## src/design/cmap_pkg.sv

```systemverilog
package cmap_pkg;

    // Sizing of the table and of the sample
    localparam int TABLE_DEPTH  = 256;
    localparam int SAMPLE_WIDTH = 16;

    // Fixed field widths
    localparam int CHAN_W   = 8;
    localparam int COLOR_W  = 3 * CHAN_W;
    localparam int INDEX_W  = 8;
    localparam int ZMIN_W   = 16;
    localparam int SCALE_W  = 25;
    localparam int ENTRY_W  = 9;
    localparam int FRAC_W   = 16;

    // Derived widths
    localparam int ADDR_W   = (TABLE_DEPTH > 1) ? $clog2(TABLE_DEPTH) : 1;
    localparam int NW       = $clog2(TABLE_DEPTH + 1);
    localparam int D_W      = ((SAMPLE_WIDTH > ZMIN_W) ? SAMPLE_WIDTH : ZMIN_W) + 1;
    localparam int P_W      = D_W + SCALE_W + 1;
    localparam int IP_W     = P_W - FRAC_W;

    // Input tdata layout, lowest field first
    localparam int SAMPLE_LSB = 0;
    localparam int INDEX_LSB  = SAMPLE_LSB + SAMPLE_WIDTH;
    localparam int RED_LSB    = INDEX_LSB + INDEX_W;
    localparam int GREEN_LSB  = RED_LSB + CHAN_W;
    localparam int BLUE_LSB   = GREEN_LSB + CHAN_W;
    localparam int S_DATA_W   = ((BLUE_LSB + CHAN_W + 7) / 8) * 8;
    localparam int M_DATA_W   = COLOR_W;

    // Opcodes
    localparam logic OP_WRITE = 1'b0;
    localparam logic OP_MAP   = 1'b1;

    // Configuration register indexes
    localparam int CFG_IDX_W = 2;
    localparam logic [CFG_IDX_W-1:0] CFG_Z_MIN   = 2'd0;
    localparam logic [CFG_IDX_W-1:0] CFG_SCALE   = 2'd1;
    localparam logic [CFG_IDX_W-1:0] CFG_ENTRIES = 2'd2;

    // Reset values of the configuration
    localparam logic [SCALE_W-1:0] SCALE_RESET   = 25'd256;
    localparam logic [ENTRY_W-1:0] ENTRIES_RESET = 9'd256;

    typedef struct packed {
        logic signed [ZMIN_W-1:0] z_min;
        logic [SCALE_W-1:0]       scale;
        logic [ENTRY_W-1:0]       entries;
    } cmap_cfg_t;

    // Table access request handed from the position pipe to the lookup stage
    typedef struct packed {
        logic               is_map;
        logic               wr_ok;
        logic [ADDR_W-1:0]  wr_addr;
        logic [COLOR_W-1:0] wr_data;
        logic [ADDR_W-1:0]  rd_lo;
        logic [ADDR_W-1:0]  rd_hi;
        logic [CHAN_W-1:0]  frac;
    } cmap_req_t;

endpackage

```

## src/design/cmap_blend.sv

```systemverilog
module cmap_blend (
    input  logic                            aclk,
    input  logic                            aresetn,
    input  logic                            in_valid,
    output logic                            in_ready,
    input  logic [cmap_pkg::CHAN_W-1:0]     in_frac,
    input  logic [cmap_pkg::COLOR_W-1:0]    rd_lo,
    input  logic [cmap_pkg::COLOR_W-1:0]    rd_hi,
    output logic                            out_valid,
    input  logic                            out_ready,
    output logic [cmap_pkg::M_DATA_W-1:0]   out_data
);

    logic                            v3_reg;
    logic [cmap_pkg::CHAN_W-1:0]     frac_reg;
    logic                            vo_reg;
    logic [cmap_pkg::M_DATA_W-1:0]   data_reg;
    logic [cmap_pkg::M_DATA_W-1:0]   data_next;
    logic                            o_free;

    // lo*(256-f) + hi*f, rounded to nearest
    function automatic logic [cmap_pkg::CHAN_W-1:0] mix(
        input logic [cmap_pkg::CHAN_W-1:0] a,
        input logic [cmap_pkg::CHAN_W-1:0] b,
        input logic [cmap_pkg::CHAN_W-1:0] f
    );
        logic [16:0] acc;
        acc = 17'(a) * 17'(9'd256 - 9'(f)) + 17'(b) * 17'(f) + 17'd128;
        return acc[15:8];
    endfunction

    assign o_free   = !vo_reg || out_ready;
    assign in_ready = !v3_reg || o_free;

    // Output tdata: red lowest, then green, then blue
    always_comb begin
        data_next[7:0]   = mix(rd_lo[23:16], rd_hi[23:16], frac_reg);
        data_next[15:8]  = mix(rd_lo[15:8],  rd_hi[15:8],  frac_reg);
        data_next[23:16] = mix(rd_lo[7:0],   rd_hi[7:0],   frac_reg);
    end

    always_ff @(posedge aclk) begin
        if (!aresetn) begin
            v3_reg <= 1'b0;
            vo_reg <= 1'b0;
        end else begin
            if (in_ready) begin
                v3_reg <= in_valid;
            end
            if (o_free) begin
                vo_reg <= v3_reg;
            end
        end
    end

    always_ff @(posedge aclk) begin
        if (in_valid && in_ready) begin
            frac_reg <= in_frac;
        end
        if (v3_reg && o_free) begin
            data_reg <= data_next;
        end
    end

    assign out_valid = vo_reg;
    assign out_data  = data_reg;

endmodule

```

## config.mk

```make
export PLATFORM = sky130hd
export DESIGN_NAME = cmap_blend
export DESIGN_NICKNAME = d
export VERILOG_FILES = /design/src/design/cmap_pkg.sv /design/src/design/cmap_blend.sv
export SDC_FILE = /design/constraint.sdc
export NUM_CORES = 1
export LEC_CHECK = 0
export BUFFER_PORTS_ARGS = -buffer_cell sky130_fd_sc_hd__buf_4
export CAP_MARGIN = 20
export CORE_ASPECT_RATIO = 1.75
export CORE_MARGIN = 5
export CORE_UTILIZATION = 38
export DETAILED_ROUTE_END_ITERATION = 10
export GPL_ROUTABILITY_DRIVEN = 0
export SYNTH_ARGS = -nofsm -noshare
export SYNTH_HDL_FRONTEND = slang
export SYNTH_SLANG_ARGS = --single-unit
```

## constraint.sdc

```tcl
create_clock -name aclk -period 6.14 [get_ports aclk]
set_input_delay 1.228 -clock aclk [delete_from_list [all_inputs] [get_ports aclk]]
set_output_delay 1.228 -clock aclk [all_outputs]
set_load 0.005 [all_outputs]
```

==> results of run 1 <==
==> kinds of logic (layout without fill, tap and decap cells) <==
family                   Yosys count  after routing
AND/OR/NAND/NOR                  458            458
XOR/XNOR                          48             48
AO/OA/AOI/OAI                     48             48
flip-flops                        34             34
buffers and inverters            486            686
adder cells (fa/ha/maj)          501            501
==> layer usage <==
metal / share of wire, % / GRT usage [%]
met4: 4.8 / 8.54
met1: 31 / 17.0
met2: 61 / 39.0
met3: 2.9 / 2.41
met5: 0 / 0
==> synthesized netlist by cell type (all sizes together) <==
library cell  instances  area share, %
a211oi                2           0.10
a21boi                2           0.10
a21o                  4           0.21
a21oi                21           0.77
a31oi                 1          0.043
a41oi                 2           0.17
and2                268             11
and3                  2          0.086
and3b                 1          0.060
buf                   9           0.36
clkbuf               39            1.0
dfxtp                 2           0.27
edfxtp               32            6.6
fa                  300             41
ha                  201             17
inv                 438             11
nand2               144            3.7
nand2b                4           0.17
nand3                 5           0.17
nand3b                1          0.051
nand4                 4           0.21
nor2                 11           0.33
nor2b                 6           0.26
nor3                  6           0.28
nor4                  1          0.043
o2111ai               1          0.060
o211ai                1          0.051
o21a                  4           0.21
o21ai                 8           0.27
o21bai                1          0.051
o221ai                1           0.10
or2                   1          0.043
or3                   3           0.16
or4b                  1          0.069
xnor2                33            2.0
xor2                 15           0.90
==> how the worst max path moves through the flow <==
stage | startpoint | end | slack [ns] | cells after the start
after global routing | frac_reg[0] | out_data[15] | -0.43 | 27
final | frac_reg[0] | out_data[20] | -0.25 | 25
after CTS | frac_reg[0] | out_data[20] | -0.23 | 25
after floorplan | rd_lo[3] | out_data[20] | -0.01 | 18
after detailed placement | frac_reg[1] | out_data[15] | -0.55 | 25
after global placement | frac_reg[1] | out_data[15] | -0.49 | 25
==> cell type report <==
cell class	instances	area share, %
repair buffers	240	10.9
flip-flops and latches	34	5.71
clock buffers	6	0.792
clock inverters	2	0.0714
inverters	438	9.38
well taps	485	3.46
multi-input cells	1055	69.7
==> stage by stage <==
stage | cells | hold WS, ns | setup slack [ns] | area [µm²]
6_report | 2260 | 0.532 | -0.248 | 17500
4_1_cts | 2254 | 0.534 | -0.228 | 17300
3_5_place_dp | 2231 | 0.514 | -0.546 | 16800
5_1_grt | 2260 | 0.563 | -0.432 | 17500
3_3_place_gp | 2231 | 0.506 | -0.487 | 16800
2_1_floorplan | 1575 | 0.477 | -0.00979 | 14800
==> what timing repair did <==
| item | 4_1_cts | 5_1_grt |
|---|---|---|
| endpoints found under the setup margin | 19 | 20 |
| gates cloned | 0 | 0 |
| setup buffers | 15 | 6 |
| gates resized for setup | 39 | 44 |
| pin swaps | 37 | 51 |
==> flow_summary.json, run 1 <==
{
  "outcome": "finished with violations",
  "violations": "negative setup slack",
  "htreeDepth": 2,
  "ys_ff_latch": 34,
  "fin_skew_ns": 0.0143,
  "drt_iter0_drc": 259,
  "netlist_instances": 1575,
  "final_util_pct": 45.9,
  "yosys.area_share.simple_pct": 17.1,
  "via_count": 10700,
  "diodes": 0,
  "finalWorstSetupSlack_ns": -0.248,
  "track_usage_pct": 18.8,
  "ff2ff_setup_slack_ns": -0.25,
  "hold_viol": 0,
  "setup_viol": 14,
  "num_io_pins": 86,
  "seqCellArea_um2": 1000,
  "relSlewSlack_pct": 34.7,
  "nFillCells": 3682,
  "grt_pass1_wl_um": 62400,
  "drt-total-wl_um": 37600,
  "place.port_buffers": 85,
  "synthToLayoutAreaGrowth_pct": 20.1,
  "holdCritPathClass": "flop to flop",
  "firstDrtPassIters": 4,
  "worst-path-buf-inv": 7,
  "crit_arrival_ns": 6.44,
  "r2r-end": "out_data[20]",
  "clk_latency_ns": 0.32,
  "tightestPinTransition_ns": 0.977,
  "synth_top_family_by_area": "adder cells",
  "fmax_ghz": 0.157,
  "reg2reg_depth": 25,
  "synth_area_um2": 14600,
  "gr-total-overflow": 0,
  "cts_buffer_depth": 2,
  "avgSynthCellArea_um2": 9.27,
  "crit_fanout": 4,
  "clk_pin_slew_worst_paths_ns": 0.07,
  "yosysSeqAreaShare_pct": 6.86,
  "nets": 2335,
  "period_share_pct": 104,
  "rsz0062_at_grt": "true",
  "cp.required_ns": 6.19,
  "die_x_um": 158,
  "dpl.hpwl_um": 32800,
  "synthMuxAreaShare_pct": 0,
  "cpPeakStageDelay_ns": 0.55,
  "whs_endpoint": "out_valid",
  "ant_nets": 0,
  "ys_types": 45,
  "fp.dieH_um": 269,
  "synthAdderAreaFrac_pct": 58.4,
  "cts_buffers": 5,
  "worstSetupEndpointType": "flop",
  "hold_start": "v3_reg",
  "final_common_cell": "inv_1",
  "drive_gt1_share_pct": 18.6,
  "syn_nets": 2136,
  "yosys_warnings": 0,
  "cp-start-kind": "flop",
  "cts_tree": "done",
  "core-area_um2": 38200,
  "largest_register_ffs": 24,
  "slew_viol_final": 0,
  "cts-root-buf": "clkbuf_16",
  "grt_pass1_vias": 12900,
  "crit_family": "adder cells",
  "grt_max_degree": 46,
  "min_period_ns": 6.39,
  "hold-path-cell-count": 1,
  "final_cell_mix": "inv_1 (426), fa_1 (297), and2_1 (264)",
  "crit_type": "flop to flop",
  "critPathSlowestCell": "fa_1",
  "die-area_um2": 42600,
  "initial_utilization_pct": 38.3,
  "rr_startpoint": "frac_reg[0]",
  "remaining_drc_errors": 0,
  "holdBufCountCts": 0,
  "fin_tns_setup_ns": -1.88,
  "wl_per_cell_um": 16.6,
  "synth_compound_area_share_pct": 2.14,
  "clock-sinks": 34,
  "vias_per_cell": 4.74,
  "cap_violations": 0,
  "rows": 95,
  "antenna_found_initial": 0,
  "multi_input_area_um2": 12200,
  "synth_xor_area_share_pct": 2.88
}
Power of run 1 is not shown: default switching activity piles up to over one toggle a cycle in this logic, so the estimate is an artifact.
==> run 2, diff against run 1 <==
==> constraint.sdc (replaced) <==
create_clock -name aclk -period 6.5 [get_ports aclk]
set_input_delay 1.3 -clock aclk [delete_from_list [all_inputs] [get_ports aclk]]
set_output_delay 1.3 -clock aclk [all_outputs]
set_load 0.005 [all_outputs]
==> run 2 against run 1 <==
Against the previous run: critical endpoint unchanged; the flow now finishes without violations; first-iteration DRC count rose by 14%; die area did not move; clock-buffer cell count did not move; sequential share of layout area rose by 0.26 points; non-clock buffer count fell by 72.
==> flow_summary.json, run 2 (same netlist as run 1, synthesis figures left out) <==
{
  "irDropWorstVdd_mv": 0.988,
  "grt_pass1_vias": 12400,
  "hold-path-cell-count": 1,
  "final_common_cell": "inv_1",
  "drive_gt1_share_pct": 12.7,
  "outcome": "complete, no violations",
  "setup_viol": 0,
  "rsz0062_at_grt": "true",
  "firstDrtPassIters": 4,
  "drt-total-wl_um": 38400,
  "leakage_uw": 0.00873,
  "cp_cell_sequence": "nor2_4 > nand2_2 > or3_4 > xor2_4 > and2_4 > fa_1 > inv_1 > fa_1 > fa_1 > inv_1 > fa_1 > fa_1 > inv_1 > fa_1 > inv_1 > ha_1 > nand2_1 > and3b_1 > or3_4 > a21oi_4 > o21bai_1 > xor2_1",
  "cts_buffers": 5,
  "ant_nets": 0,
  "core-area_um2": 38200,
  "final_cell_mix": "inv_1 (436), fa_1 (300), and2_1 (266)",
  "nFillCells": 3723,
  "crit_arrival_ns": 6.36,
  "slew_viol_final": 0,
  "die_x_um": 158,
  "worst-path-buf-inv": 4,
  "grt_pass1_wl_um": 62400,
  "drt_iter0_drc": 295,
  "rows": 95,
  "dpl.hpwl_um": 32400,
  "period_share_pct": 96.9,
  "fin_total_pwr_uw": 9000,
  "relSlewSlack_pct": 33.2,
  "fin_skew_ns": 0.00617,
  "reg2reg_depth": 22,
  "wl_per_cell_um": 17.5,
  "via_count": 10500,
  "crit_type": "flop to flop",
  "cp.required_ns": 6.56,
  "place.port_buffers": 85,
  "fmax_ghz": 0.159,
  "finalWorstSetupSlack_ns": 0.200,
  "fp.dieH_um": 269,
  "crit_fanout": 5,
  "cp-start-kind": "flop",
  "fin_tns_setup_ns": 0,
  "holdBufCountCts": 0,
  "min_period_ns": 6.30,
  "track_usage_pct": 18.9,
  "worstSetupEndpointType": "flop",
  "whs_endpoint": "out_valid",
  "cap_violations": 0,
  "die-area_um2": 42600,
  "num_io_pins": 86,
  "ff2ff_setup_slack_ns": 0.20,
  "hold_start": "v3_reg",
  "critPathSlowestCell": "fa_1",
  "vias_per_cell": 4.79,
  "nets": 2264,
  "power.density_nw_per_um2": 536,
  "crit_family": "adder cells",
  "synthToLayoutAreaGrowth_pct": 14.9,
  "hold_viol": 0,
  "cts_buffer_depth": 2,
  "clk_latency_ns": 0.31,
  "cpPeakStageDelay_ns": 0.53,
  "gr-total-overflow": 0,
  "tightestPinTransition_ns": 1.00,
  "largest_register_ffs": 24,
  "place_ws_ns": -0.141,
  "holdCritPathClass": "flop to flop",
  "initial_utilization_pct": 38.3,
  "htreeDepth": 2,
  "antenna_found_initial": 1,
  "grt_max_degree": 46,
  "remaining_drc_errors": 0,
  "rr_startpoint": "frac_reg[3]",
  "clk_pin_slew_worst_paths_ns": 0.07,
  "clock-sinks": 34,
  "cts-root-buf": "clkbuf_16",
  "cts_tree": "done",
  "r2r-end": "out_data[20]",
  "path_common_cell": "fa_1"
}
[run 2: cell types whose count changed in the layout (fill, tap and decap cells not counted), moves of 7 or more]
cell / previous run / this run
ha_4: 11 / 3
inv_2: 12 / 2
inv_1: 426 / 436
ha_1: 190 / 197
buf_4: 220 / 156
buf_6: 15 / 5
[run 2: how the worst max path moves through the flow]
stage	depth (start not counted)	slack, ns	startpoint	end
CTS	23	0.003	frac_reg[0]	out_data[20]
global route	23	-0.03	frac_reg[0]	out_data[20]
detailed placement	20	-0.14	rd_lo[17]	out_data[6]
finish	22	0.20	frac_reg[3]	out_data[20]
global placement	20	-0.09	rd_lo[17]	out_data[6]
floorplan	24	0.03	frac_reg[0]	out_data[20]
[run 2: worst register-to-register path, cell delays in order (launching register included)]
cell	delay (ns)
edfxtp_1	0.49
nor2_4	0.17
nand2_2	0.09
or3_4	0.37
xor2_4	0.19
and2_4	0.18
fa_1	0.53
inv_1	0.05
fa_1	0.49
fa_1	0.53
inv_1	0.06
fa_1	0.49
fa_1	0.49
inv_1	0.05
fa_1	0.49
inv_1	0.05
ha_1	0.28
nand2_1	0.08
and3b_1	0.20
or3_4	0.36
a21oi_4	0.16
o21bai_1	0.10
xor2_1	0.15
[run 2: area by class of cell]
| class | count | area [µm²] | area share [%] |
|---|---|---|---|
| antenna | 1 | 2.50 | 0.0149 |
| clock buffer | 6 | 129 | 0.768 |
| clock inverter | 2 | 13.8 | 0.0820 |
| inverter | 438 | 1640 | 9.80 |
| multi-input combinational | 1056 | 12000 | 71.5 |
| sequential | 34 | 1000 | 5.97 |
| tap | 485 | 607 | 3.62 |
| timing repair buffer | 168 | 1380 | 8.21 |
[run 2: power by group]
group          switching, µW  internal [µW]  total (µW)
Sequential              30.7            680         711
Clock                    126            143         269
Combinational           4230           3790        8020
Total                   4390           4610        9000
[run 2: through the flow]
step | utilization [%] | hold WS [ns] | area [µm²] | instances
after global placement | 42.7 | 0.503 | 16300 | 2170
after CTS | 43.2 | 0.534 | 16500 | 2178
after global routing | 44.0 | 0.544 | 16800 | 2190
after detailed placement | 42.7 | 0.517 | 16300 | 2170
final | 44.0 | 0.530 | 16800 | 2190
after floorplan | - | 0.477 | 14600 | 1575
[run 2: timing repair]
item,4_1_cts,5_1_grt
pin swaps,0,17
setup endpoints to repair,9,18
gates resized for setup,9,36
gates cloned,0,3
setup buffers,0,8
[run 2: layer usage]
layer	wire length [µm]	share of wire, %	GRT usage (%)
met5	0	0	0
met4	1600	4.2	7.21
met3	1000	2.6	2.05
met2	23400	61	38.9
met1	12400	32	18.2
Power figures use the tool's default switching activity.
