--- config.mk ---
export PLATFORM = sky130hd
export DESIGN_NAME = cmap_position
export DESIGN_NICKNAME = d
export VERILOG_FILES = /design/src/design/cmap_pkg.sv /design/src/design/cmap_position.sv
export SDC_FILE = /design/constraint.sdc
export NUM_CORES = 1
export LEC_CHECK = 0
export BUFFER_PORTS_ARGS = -buffer_cell sky130_fd_sc_hd__buf_2
export CAP_MARGIN = 20
export CORE_MARGIN = 1.5
export CORE_UTILIZATION = 47
export DETAILED_ROUTE_END_ITERATION = 16
export PLACE_DENSITY = 0.67
export SYNTH_ARGS = -nofsm -noshare
export SYNTH_HDL_FRONTEND = slang
export SYNTH_SLANG_ARGS = --single-unit
--- constraint.sdc ---
create_clock -name aclk -period 12.4 [get_ports aclk]
set_clock_uncertainty 0.05 [all_clocks]
set_input_delay 1.24 -clock aclk [delete_from_list [all_inputs] [get_ports aclk]]
set_output_delay 1.24 -clock aclk [all_outputs]
set_load 0.02 [all_outputs]
--- src/design/cmap_pkg.sv ---
package cmap_pkg;

    // Sizing of the table and of the sample
    localparam int TABLE_DEPTH  = 256;
    localparam int SAMPLE_WIDTH = 16;

    // Fixed field widths
    localparam int CHAN_W   = 8;
    localparam int COLOR_W  = 3 * CHAN_W;
    localparam int INDEX_W  = 8;
    localparam int ZMIN_W   = 16;
    localparam int SCALE_W  = 25;
    localparam int ENTRY_W  = 9;
    localparam int FRAC_W   = 16;

    // Derived widths
    localparam int ADDR_W   = (TABLE_DEPTH > 1) ? $clog2(TABLE_DEPTH) : 1;
    localparam int NW       = $clog2(TABLE_DEPTH + 1);
    localparam int D_W      = ((SAMPLE_WIDTH > ZMIN_W) ? SAMPLE_WIDTH : ZMIN_W) + 1;
    localparam int P_W      = D_W + SCALE_W + 1;
    localparam int IP_W     = P_W - FRAC_W;

    // Input tdata layout, lowest field first
    localparam int SAMPLE_LSB = 0;
    localparam int INDEX_LSB  = SAMPLE_LSB + SAMPLE_WIDTH;
    localparam int RED_LSB    = INDEX_LSB + INDEX_W;
    localparam int GREEN_LSB  = RED_LSB + CHAN_W;
    localparam int BLUE_LSB   = GREEN_LSB + CHAN_W;
    localparam int S_DATA_W   = ((BLUE_LSB + CHAN_W + 7) / 8) * 8;
    localparam int M_DATA_W   = COLOR_W;

    // Opcodes
    localparam logic OP_WRITE = 1'b0;
    localparam logic OP_MAP   = 1'b1;

    // Configuration register indexes
    localparam int CFG_IDX_W = 2;
    localparam logic [CFG_IDX_W-1:0] CFG_Z_MIN   = 2'd0;
    localparam logic [CFG_IDX_W-1:0] CFG_SCALE   = 2'd1;
    localparam logic [CFG_IDX_W-1:0] CFG_ENTRIES = 2'd2;

    // Reset values of the configuration
    localparam logic [SCALE_W-1:0] SCALE_RESET   = 25'd256;
    localparam logic [ENTRY_W-1:0] ENTRIES_RESET = 9'd256;

    typedef struct packed {
        logic signed [ZMIN_W-1:0] z_min;
        logic [SCALE_W-1:0]       scale;
        logic [ENTRY_W-1:0]       entries;
    } cmap_cfg_t;

    // Table access request handed from the position pipe to the lookup stage
    typedef struct packed {
        logic               is_map;
        logic               wr_ok;
        logic [ADDR_W-1:0]  wr_addr;
        logic [COLOR_W-1:0] wr_data;
        logic [ADDR_W-1:0]  rd_lo;
        logic [ADDR_W-1:0]  rd_hi;
        logic [CHAN_W-1:0]  frac;
    } cmap_req_t;

endpackage

--- src/design/cmap_position.sv ---
module cmap_position (
    input  logic                                 aclk,
    input  logic                                 aresetn,
    input  cmap_pkg::cmap_cfg_t                  cfg,
    input  logic                                 in_valid,
    output logic                                 in_ready,
    input  logic                                 in_opcode,
    input  logic [cmap_pkg::SAMPLE_WIDTH-1:0]    in_sample,
    input  logic [cmap_pkg::INDEX_W-1:0]         in_index,
    input  logic [cmap_pkg::COLOR_W-1:0]         in_color,
    output logic                                 req_valid,
    input  logic                                 req_ready,
    output cmap_pkg::cmap_req_t                  req
);

    logic                                    v1_reg;
    logic                                    v2_reg;
    logic                                    op1_reg;
    logic                                    op2_reg;
    logic signed [cmap_pkg::D_W-1:0]         d1_reg;
    logic signed [cmap_pkg::D_W-1:0]         d_next;
    logic signed [cmap_pkg::P_W-1:0]         p2_reg;
    logic signed [cmap_pkg::P_W-1:0]         p_next;
    logic [cmap_pkg::INDEX_W-1:0]            idx1_reg;
    logic [cmap_pkg::INDEX_W-1:0]            idx2_reg;
    logic [cmap_pkg::COLOR_W-1:0]            col1_reg;
    logic [cmap_pkg::COLOR_W-1:0]            col2_reg;
    logic                                    s2_ready;
    logic                                    take1;
    logic                                    take2;

    logic [cmap_pkg::NW-1:0]                 n;
    logic [cmap_pkg::NW-1:0]                 nm1;
    logic [cmap_pkg::IP_W-1:0]               ipart;
    logic [cmap_pkg::ADDR_W-1:0]             lo;
    logic [cmap_pkg::NW-1:0]                 lo_p1;
    logic [cmap_pkg::CHAN_W-1:0]             frac;

    // Stage ready chain
    assign s2_ready = !v2_reg || req_ready;
    assign in_ready = !v1_reg || s2_ready;
    assign take1    = in_valid && in_ready;
    assign take2    = v1_reg && s2_ready;

    // Offset against z_min, then scale into Q.16 position (17 x 26 bit signed product)
    assign d_next = cmap_pkg::D_W'($signed(in_sample)) - cmap_pkg::D_W'(cfg.z_min);
    assign p_next = cmap_pkg::P_W'(d1_reg) * cmap_pkg::P_W'($signed({1'b0, cfg.scale}));

    always_ff @(posedge aclk) begin
        if (!aresetn) begin
            v1_reg <= 1'b0;
            v2_reg <= 1'b0;
        end else begin
            if (in_ready) begin
                v1_reg <= in_valid;
            end
            if (s2_ready) begin
                v2_reg <= v1_reg;
            end
        end
    end

    always_ff @(posedge aclk) begin
        if (take1) begin
            op1_reg  <= in_opcode;
            d1_reg   <= d_next;
            idx1_reg <= in_index;
            col1_reg <= in_color;
        end
        if (take2) begin
            op2_reg  <= op1_reg;
            p2_reg   <= p_next;
            idx2_reg <= idx1_reg;
            col2_reg <= col1_reg;
        end
    end

    // Clamp the position and pick the two neighboring entries
    always_comb begin
        if (cfg.entries == '0) begin
            n = cmap_pkg::NW'(1);
        end else if (32'(cfg.entries) > cmap_pkg::TABLE_DEPTH) begin
            n = cmap_pkg::NW'(cmap_pkg::TABLE_DEPTH);
        end else begin
            n = cmap_pkg::NW'(cfg.entries);
        end
        nm1   = n - cmap_pkg::NW'(1);
        ipart = p2_reg[cmap_pkg::P_W-1:cmap_pkg::FRAC_W];

        if (p2_reg[cmap_pkg::P_W-1]) begin
            lo   = '0;
            frac = '0;
        end else if (ipart >= cmap_pkg::IP_W'(nm1)) begin
            lo   = cmap_pkg::ADDR_W'(nm1);
            frac = '0;
        end else begin
            lo   = cmap_pkg::ADDR_W'(ipart);
            frac = p2_reg[cmap_pkg::FRAC_W-1:cmap_pkg::FRAC_W-cmap_pkg::CHAN_W];
        end
        lo_p1 = cmap_pkg::NW'(lo) + cmap_pkg::NW'(1);

        req.is_map  = (op2_reg == cmap_pkg::OP_MAP);
        req.wr_ok   = (32'(idx2_reg) < cmap_pkg::TABLE_DEPTH);
        req.wr_addr = cmap_pkg::ADDR_W'(idx2_reg);
        req.wr_data = col2_reg;
        req.rd_lo   = lo;
        req.rd_hi   = (lo_p1 < n) ? cmap_pkg::ADDR_W'(lo_p1) : lo;
        req.frac    = frac;
    end

    assign req_valid = v2_reg;

    // Lower entry always lies inside the entries in use
    assert property (@(posedge aclk) disable iff (!aresetn)
        (req_valid && req.is_map) |-> (cmap_pkg::NW'(req.rd_lo) < n))
        else $error("lower table address beyond entries in use");

    // Upper entry is the lower one or the next one
    assert property (@(posedge aclk) disable iff (!aresetn)
        (req_valid && req.is_map) |->
            ((req.rd_hi == req.rd_lo) ||
             (cmap_pkg::NW'(req.rd_hi) == cmap_pkg::NW'(req.rd_lo) + cmap_pkg::NW'(1))))
        else $error("upper table address not adjacent to lower");

endmodule

==> results of run 1 <==
-- cell families after synthesis --
| kind of cell | Yosys count |
|---|---|
| multiplexers | 9 |
| AND/OR/NAND/NOR | 582 |
| flip-flops | 120 |
| adder cells (fa/ha/maj) | 519 |
| XOR/XNOR | 59 |
| buffers and inverters | 468 |
| other | 1 |
| AO/OA/AOI/OAI | 129 |
-- layer usage --
layer	routed length, µm	global-route usage, %	share of wire [%]
met5	0	0	0
met1	17800	27.4	39
met3	2170	3.42	4.7
met2	24800	43.4	54
met4	1250	9.34	2.7
-- placed cells by master, fill, tap and decap left out, types with 18 or more instances in the layout --
| cell type | instances |
|---|---|
| a21oi_1 | 38 |
| and2_1 | 163 |
| and3_1 | 18 |
| buf_2 | 161 |
| edfxtp_1 | 118 |
| fa_1 | 344 |
| ha_1 | 175 |
| inv_1 | 394 |
| nand2_1 | 268 |
| nand2b_1 | 28 |
| nor2_1 | 41 |
| xnor2_1 | 40 |
| xor2_1 | 18 |
-- final cells by class --
| type | count | area [µm²] | area share, % |
|---|---|---|---|
| Tap cell | 525 | 657 | 3.15 |
| Clock inverter | 12 | 153 | 0.731 |
| Timing Repair Buffer | 177 | 1120 | 5.37 |
| Multi-Input combinational cell | 1299 | 13400 | 64.3 |
| Inverter | 397 | 1490 | 7.14 |
| Clock buffer | 20 | 437 | 2.09 |
| Sequential cell | 120 | 3580 | 17.2 |
| Antenna cell | 2 | 5.00 | 0.0240 |
-- worst max-delay path: cells and delay by family --
family / cells / cell delay (ns)
AO/OA/AOI/OAI: 12 / 2.78
XOR/XNOR: 2 / 0.29
buffers and inverters: 3 / 0.39
AND/OR/NAND/NOR: 8 / 2.37
adder cells (fa/ha/maj): 4 / 1.15
-- per-stage QoR --
step,cell area [µm²],cells
2_1_floorplan,18800,1887
3_3_place_gp,20000,2506
3_5_place_dp,20100,2511
4_1_cts,20700,2543
5_1_grt,20900,2551
6_report,20900,2552
-- worst paths after layout --
path                               from                     to  slack, ns  depth (start not counted)
setup / recovery                 cfg[4]                req[14]       2.90                         29
hold / removal    col1_reg[3]$_DFFE_PP_  col2_reg[3]$_DFFE_PP_       0.36                          0
setup reg to reg   d1_reg[13]$_DFFE_PP_   p2_reg[29]$_DFFE_PP_       5.16                         20
hold reg to reg   col1_reg[3]$_DFFE_PP_  col2_reg[3]$_DFFE_PP_       0.36                          0
==> implementation parameters, run 1 <==
Parameter                              Value

Synth
  Fraction of synthesized cell area taken by the top area cell type ... 36.7%
  Count of flip-flops with a built-in enable after synthesis ... 118
  Most used flip-flop cell after synthesis ... edfxtp_1
  Fraction of the mapped netlist area in simple logic gates ... 15.3%
  Number of different library cells in the post-synthesis netlist ... 65
  Share of synthesized area spent on multiplexers ... 0.500%
  Most area-consuming cells after synthesis ... fa_1 37%, edfxtp_1 19%, ha_1 12%, inv_1 7.9%, and2_1 5.5%
  Synth Area in Adders ... 48.3%
  Synthesized netlist net count ... 2509
  Top cells by instance count after synthesis ... 394 x inv_1, 344 x fa_1, 268 x nand2_1, 175 x ha_1, 164 x and2_1
  Post-synthesis instance total ... 1887
  Mean instance size in the synthesized netlist ... 9.95 µm²
  Share of synthesized area occupied by flip-flops and latches ... 19.1%
  Async set-or-reset flop fraction in the synthesized netlist ... 0%
  Dominant cell by count in the synthesized netlist ... inv_1
  Post-synthesis compound-gate area fraction ... 4.57%
  Total number of yosys warnings ... 0
  Fraction of synthesized cell area in xor and xnor cells ... 2.79%
  Number of flip-flops and latches in the synthesized netlist ... 120
  Dominant combinational cell family by area after synthesis ... adder cells
  Area of the mapped netlist ... 18800 µm²
  Cell type with the highest aggregate area in the netlist ... fa_1

Layout
  Final net count ... 2634
  Layout area overhead ... 11.2%
  Largest register FFs ... 35
  Ratio of cells with drive above 1 in the final layout ... 11.1%
  Final-layout fill cell count ... 3546
  Post-layout utilization of the core ... 52.8%

Die
  Overall die area ... 41200 µm²
  Number of cell rows ... 73
  Floorplan die height ... 203 µm
  Initial core utilization ... 47.5%
  Number of top-level design ports ... 163
  Die X ... 203 µm
  Area of the core region ... 39500 µm²

Routing
  Number of nets with antenna violations after routing ... 0
  Average wire per cell in the routed design ... 18.1 µm
  Number of vias per cell after detailed routing ... 5.24
  Number of iterations in the first detailed-routing pass ... 5
  Vias ... 13376
  Number of design-rule violations left by the first detailed-router iteration ... 685
  DRC violation count after routing ... 0
  Final wirelength ... 46100 µm

Hold path
  Hold Path Class ... reg -> reg

Global routing
  Initial antenna violation count ... 1
  Via count of the first global-routing pass ... 14837
  Global routing usage summed across all routing layers ... 23.5%
  Global-route wire length before repair ... 75200 µm
  Maximum number of pins on one net before global-route repair ... 69
  Overflow after GRT ... 0

CTS
  Clock transition at the registers of the reported paths ... 0.06 ns
  # hold bufs at CTS ... 0
  Clock sinks ... 120
  TritonCTS clock tree ... done
  # Post-CTS Setup Buffers ... 0
  CTS Root Cell ... clkbuf_16
  Num CTS Buffers ... 17
  Insertion delay to the later sink of the worst-skew pair ... 0.43 ns
  Number of H-tree branching levels ... 4
  Post-cts sizing count ... 0
  Number of buffers on the longest clock path ... 2

Timing
  Min Clock Period, post-route ... 9.50 ns
  Setup TNS ... 0 ns
  Slew Viols, Final ... 0
  RSZ-0062 raised after global routing ... false
  Min setup slack post-route ... 2.90 ns
  Final setup violation count ... 0
  Post-route clock period utilization ... 76.6%
  Pin slew with the least headroom to its limit ... 1.12 ns
  Final Hold Viols ... 0
  Hold slack final ... 0.360 ns
  Worst slew margin relative to its limit ... 25.3%
  Max Freq ... 0.105 GHz

Setup path
  Top cell by count, worst path ... ha_1
  Crit path max fanout ... 13
  Data arrival time at the worst-slack endpoint ... 8.21 ns
  Data required time of the worst path ... 11.11 ns
  Delay of the slowest cell on the worst path ... 0.55 ns
  Library cell contributing the largest single delay on the critical path ... or4_4
  Critical path capture point type ... output pin
  Critical path startpoint category ... primary input
  Crit Path Category ... in -> out

Outcome
  Result of the run ... finished, final reports clean

Placed design
  Total of buffers placed on input and output ports ... 161
  Global placer's final weighted congestion ... 0.859
  Placement-stage worst setup slack ... 2.92 ns
  Final HPWL from detailed placement ... 35900 µm

Job
  Maxcap violations ... 0
Power of run 1 is not shown: default switching activity piles up to over one toggle a cycle in this logic, so the estimate is an artifact.
==> inputs of run 2 (changes only) <==
Settings changed: PLACE_DENSITY 0.67 to 0.7.
Clock period 12.4 ns to 8.6 ns, I/O delays scaled along.
==> implementation parameters, run 2 (synthesis results as in run 1) <==
Parameter                              Value

Outcome
  Result of the run ... finished, final reports clean

Layout
  Layout area overhead ... 10.3%
  Final net count ... 2632
  Number of diodes added for antenna fixing ... 0
  Final-layout fill cell count ... 3495
  Largest register FFs ... 35
  Most common cell after layout, fill and taps aside ... inv_1
  Ratio of cells with drive above 1 in the final layout ... 11.2%
  Most frequent cells in the layout ... 394 x inv_1, 344 x fa_1, 268 x nand2_1, 175 x ha_1, 163 x and2_1

CTS
  Number of buffers on the longest clock path ... 2
  Num CTS Buffers ... 17
  # hold bufs at CTS ... 0
  Clock sinks ... 120
  TritonCTS clock tree ... done
  CTS Root Cell ... clkbuf_16
  Clock transition at the registers of the reported paths ... 0.05 ns
  Insertion delay to the later sink of the worst-skew pair ... 0.42 ns
  Number of H-tree branching levels ... 4
  # Post-CTS Setup Buffers ... 0

Die
  Area of the core region ... 39500 µm²
  Initial core utilization ... 47.5%
  Floorplan die height ... 203 µm
  Number of cell rows ... 73
  Overall die area ... 41200 µm²
  Die X ... 203 µm
  Number of top-level design ports ... 163

Routing
  DRC violation count after routing ... 0
  Average wire per cell in the routed design ... 17.8 µm
  Number of nets with antenna violations after routing ... 0
  Number of design-rule violations left by the first detailed-router iteration ... 805
  Vias ... 13411
  Number of vias per cell after detailed routing ... 5.26
  Final wirelength ... 45400 µm
  Number of iterations in the first detailed-routing pass ... 5

Global routing
  Maximum number of pins on one net before global-route repair ... 69
  Via count of the first global-routing pass ... 15113
  Global-route wire length before repair ... 75600 µm
  Overflow after GRT ... 0
  Initial antenna violation count ... 0
  Global routing usage summed across all routing layers ... 23.5%

Timing
  Slew Viols, Final ... 0
  Final setup violation count ... 0
  Worst slew margin relative to its limit ... 22.4%
  Min Clock Period, post-route ... 8.10 ns
  RSZ-0062 raised after global routing ... false
  Max Freq ... 0.124 GHz
  Pin slew with the least headroom to its limit ... 1.16 ns
  Post-route clock period utilization ... 94.1%
  Setup TNS ... 0 ns
  Final Hold Viols ... 0

Setup path
  Critical path startpoint category ... primary input
  Worst Reg-to-Reg Cells ... 22
  Delay of the slowest cell on the worst path ... 0.54 ns
  Library cell contributing the largest single delay on the critical path ... or4_4
  Crit path max fanout ... 13
  Data required time of the worst path ... 7.69 ns
  Crit Path Category ... in -> out
  Critical path capture point type ... output pin
  Top cell by count, worst path ... ha_1
  Data arrival time at the worst-slack endpoint ... 7.19 ns

Placed design
  Total of buffers placed on input and output ports ... 161
  Global placer's final weighted congestion ... 0.868
  Final HPWL from detailed placement ... 35700 µm

Job
  Maxcap violations ... 0

Hold path
  Worst Hold Path Cells ... 0
  Hold Path Class ... reg -> reg
==> run 2: area by class of cell <==
type	count	area, µm²	share of cell area, %
multi-input combinational	1299	13400	64.9
sequential	120	3580	17.3
inverter	397	1490	7.19
timing repair buffer	175	971	4.69
tap	525	657	3.17
clock buffer	19	453	2.19
clock inverter	13	121	0.586
==> run 2: timing repair <==
action,in CTS,in global routing
endpoints found under the hold margin,0,0
gates resized for setup,0,2
setup endpoints to repair,0,1
==> run 2: per-layer routing <==
metal | GRT usage (%) | vias up | share of wire (%)
met4 | 7.17 | 0 | 2.3
met5 | 0 | - | 0
li1 | - | 6038 | -
met1 | 27.2 | 6947 | 39
met2 | 44.6 | 346 | 55
met3 | 3.37 | 80 | 4.4
==> run 2: worst max-delay path: cells and delay by family <==
kind                     cells  cell delay (ns)
buffers and inverters        5             0.78
XOR/XNOR                     2             0.30
adder cells (fa/ha/maj)      4             1.10
AND/OR/NAND/NOR              8             1.95
AO/OA/AOI/OAI               12             2.15
==> run 2: through the flow <==
stage	util, %	hold WS, ns	instance area [µm²]	worst slack [ns]	instances
6_report	52.4	0.367	20700	0.504	2548
5_1_grt	52.4	0.369	20700	0.128	2548
4_1_cts	52.2	0.364	20700	0.449	2546
3_5_place_dp	50.8	0.355	20100	0.459	2514
3_3_place_gp	50.7	0.350	20100	0.685	2513
2_1_floorplan	-	0.350	18800	0.835	1887
==> run 2: final timing paths <==
path,from,to,slack (ns)
hold / removal,col1_reg[12]$_DFFE_PP_,col2_reg[12]$_DFFE_PP_,0.37
setup reg to reg,d1_reg[2]$_DFFE_PP_,p2_reg[36]$_DFFE_PP_,1.22
setup / recovery,cfg[4],req[14],0.50
hold reg to reg,col1_reg[12]$_DFFE_PP_,col2_reg[12]$_DFFE_PP_,0.37
Power of run 2 is left out for the same reason.
==> inputs of run 3 (changes only) <==
Settings changed: CORE_UTILIZATION 47 to 40, CTS_BUF_LIST from default to sky130_fd_sc_hd__clkbuf_8 sky130_fd_sc_hd__clkbuf_16, PLACE_DENSITY 0.7 to 0.61.
==> implementation parameters, run 3 (synthesis results as in run 1) <==
Parameter                              Value

Die
  Number of top-level design ports ... 163
  Overall die area ... 48300 µm²
  Area of the core region ... 46500 µm²
  Initial core utilization ... 40.4%
  Number of cell rows ... 79
  Die X ... 220 µm
  Floorplan die height ... 220 µm

Layout
  Ratio of cells with drive above 1 in the final layout ... 11.3%
  Final net count ... 2636
  Most common cell after layout, fill and taps aside ... inv_1
  Most frequent cells in the layout ... 394 x inv_1, 344 x fa_1, 268 x nand2_1, 175 x ha_1, 163 x and2_1
  Largest register FFs ... 35
  Layout area overhead ... 10.9%

Hold path
  Hold path startpoint ... col1_reg[15]$_DFFE_PP_
  Hold Path Class ... reg -> reg
  Worst Hold Path Cells ... 0
  Hold endpoint ... col2_reg[15]$_DFFE_PP_

Setup path
  Critical path startpoint category ... primary input
  Crit path max fanout ... 13
  Minimum setup slack among reg-to-reg paths ... 1.30 ns
  Top cell by count, worst path ... ha_1
  Data arrival time at the worst-slack endpoint ... 7.08 ns
  Crit Path Category ... in -> out
  Delay of the slowest cell on the worst path ... 0.55 ns
  Worst Reg-to-Reg Cells ... 21
  Critical path capture point type ... output pin
  Origin of the critical flop-to-flop path ... d1_reg[5]$_DFFE_PP_
  Data required time of the worst path ... 7.69 ns
  Critical register-to-register path endpoint ... p2_reg[42]$_DFFE_PP_
  Library cell contributing the largest single delay on the critical path ... or4_4

CTS
  TritonCTS clock tree ... done
  Number of buffers on the longest clock path ... 2
  Num CTS Buffers ... 17
  Insertion delay to the later sink of the worst-skew pair ... 0.42 ns
  Number of H-tree branching levels ... 4
  Clock transition at the registers of the reported paths ... 0.06 ns
  # hold bufs at CTS ... 0
  Clock sinks ... 120
  Post-cts sizing count ... 0
  CTS Root Cell ... clkbuf_16
  # Post-CTS Setup Buffers ... 0

Placed design
  Global placer's final weighted congestion ... 0.844
  Final HPWL from detailed placement ... 36800 µm
  Total of buffers placed on input and output ports ... 161

Timing
  Final Hold Viols ... 0
  Final setup violation count ... 0
  RSZ-0062 raised after global routing ... false
  Post-route clock period utilization ... 92.9%
  Slew Viols, Final ... 0
  Min Clock Period, post-route ... 7.99 ns
  Worst slew margin relative to its limit ... 26.5%
  Pin slew with the least headroom to its limit ... 1.10 ns
  Setup TNS ... 0 ns
  Max Freq ... 0.125 GHz
  Hold slack final ... 0.360 ns

Routing
  Number of iterations in the first detailed-routing pass ... 5
  Final wirelength ... 46600 µm
  Number of vias per cell after detailed routing ... 5.03
  Average wire per cell in the routed design ... 17.7 µm
  DRC violation count after routing ... 0
  Vias ... 13251
  Number of nets with antenna violations after routing ... 0
  Number of design-rule violations left by the first detailed-router iteration ... 699

Global routing
  Met2 Use GR ... 38.3%
  GR Layer Usage met3 ... 2.06%
  Grt met1 use ... 25.2%
  Most congested layer reported by global routing ... met2
  Maximum number of pins on one net before global-route repair ... 69
  Initial antenna violation count ... 0
  Overflow after GRT ... 0
  Global-route wire length before repair ... 76400 µm
  Via count of the first global-routing pass ... 14373
  Global routing usage summed across all routing layers ... 20.4%

Outcome
  Result of the run ... finished, final reports clean

Job
  Maxcap violations ... 0
==> run 3: per-stage QoR <==
stage | cell area (µm²) | std cells | setup slack [ns] | utilization (%)
finish | 20800 | 2636 | 0.615 | 44.8
global route | 20800 | 2634 | 0.161 | 44.8
CTS | 20800 | 2633 | 0.447 | 44.8
detailed placement | 20200 | 2601 | 0.461 | 43.5
global placement | 20200 | 2601 | 0.688 | 43.5
floorplan | 18800 | 1887 | 0.835 | -
==> run 3: how the worst max path moves through the flow <==
stage,from,slack (ns),endpoint,cells past startpoint
2_1_floorplan,cfg[4],0.84,req[14],28
3_3_place_gp,cfg[4],0.69,req[14],31
3_5_place_dp,cfg[4],0.46,req[14],31
4_1_cts,cfg[4],0.45,req[14],31
5_1_grt,cfg[4],0.16,req[14],31
6_report,cfg[4],0.61,req[14],31
==> run 3: final cells by class <==
cell class | instances | area, µm²
inverter | 397 | 1490
timing repair buffer | 179 | 948
antenna | 2 | 5.00
sequential | 120 | 3580
clock buffer | 17 | 425
tap | 607 | 759
multi-input combinational | 1299 | 13400
clock inverter | 15 | 178
fill | 4455 | 25600
==> run 3: worst max-delay path: cells and delay by family <==
kind / cells / cell delay, ns
XOR/XNOR: 2 / 0.29
buffers and inverters: 5 / 0.79
AO/OA/AOI/OAI: 12 / 2.12
adder cells (fa/ha/maj): 4 / 1.09
AND/OR/NAND/NOR: 8 / 1.91
==> run 3: routing by layer <==
metal	up-vias	part of all wire (%)	wire length [µm]
met5	-	0	0
met4	0	1.5	683
met3	54	4.5	2100
met2	321	54	25000
met1	6824	40	18800
li1	6052	-	-
Power of run 3 is left out for the same reason.
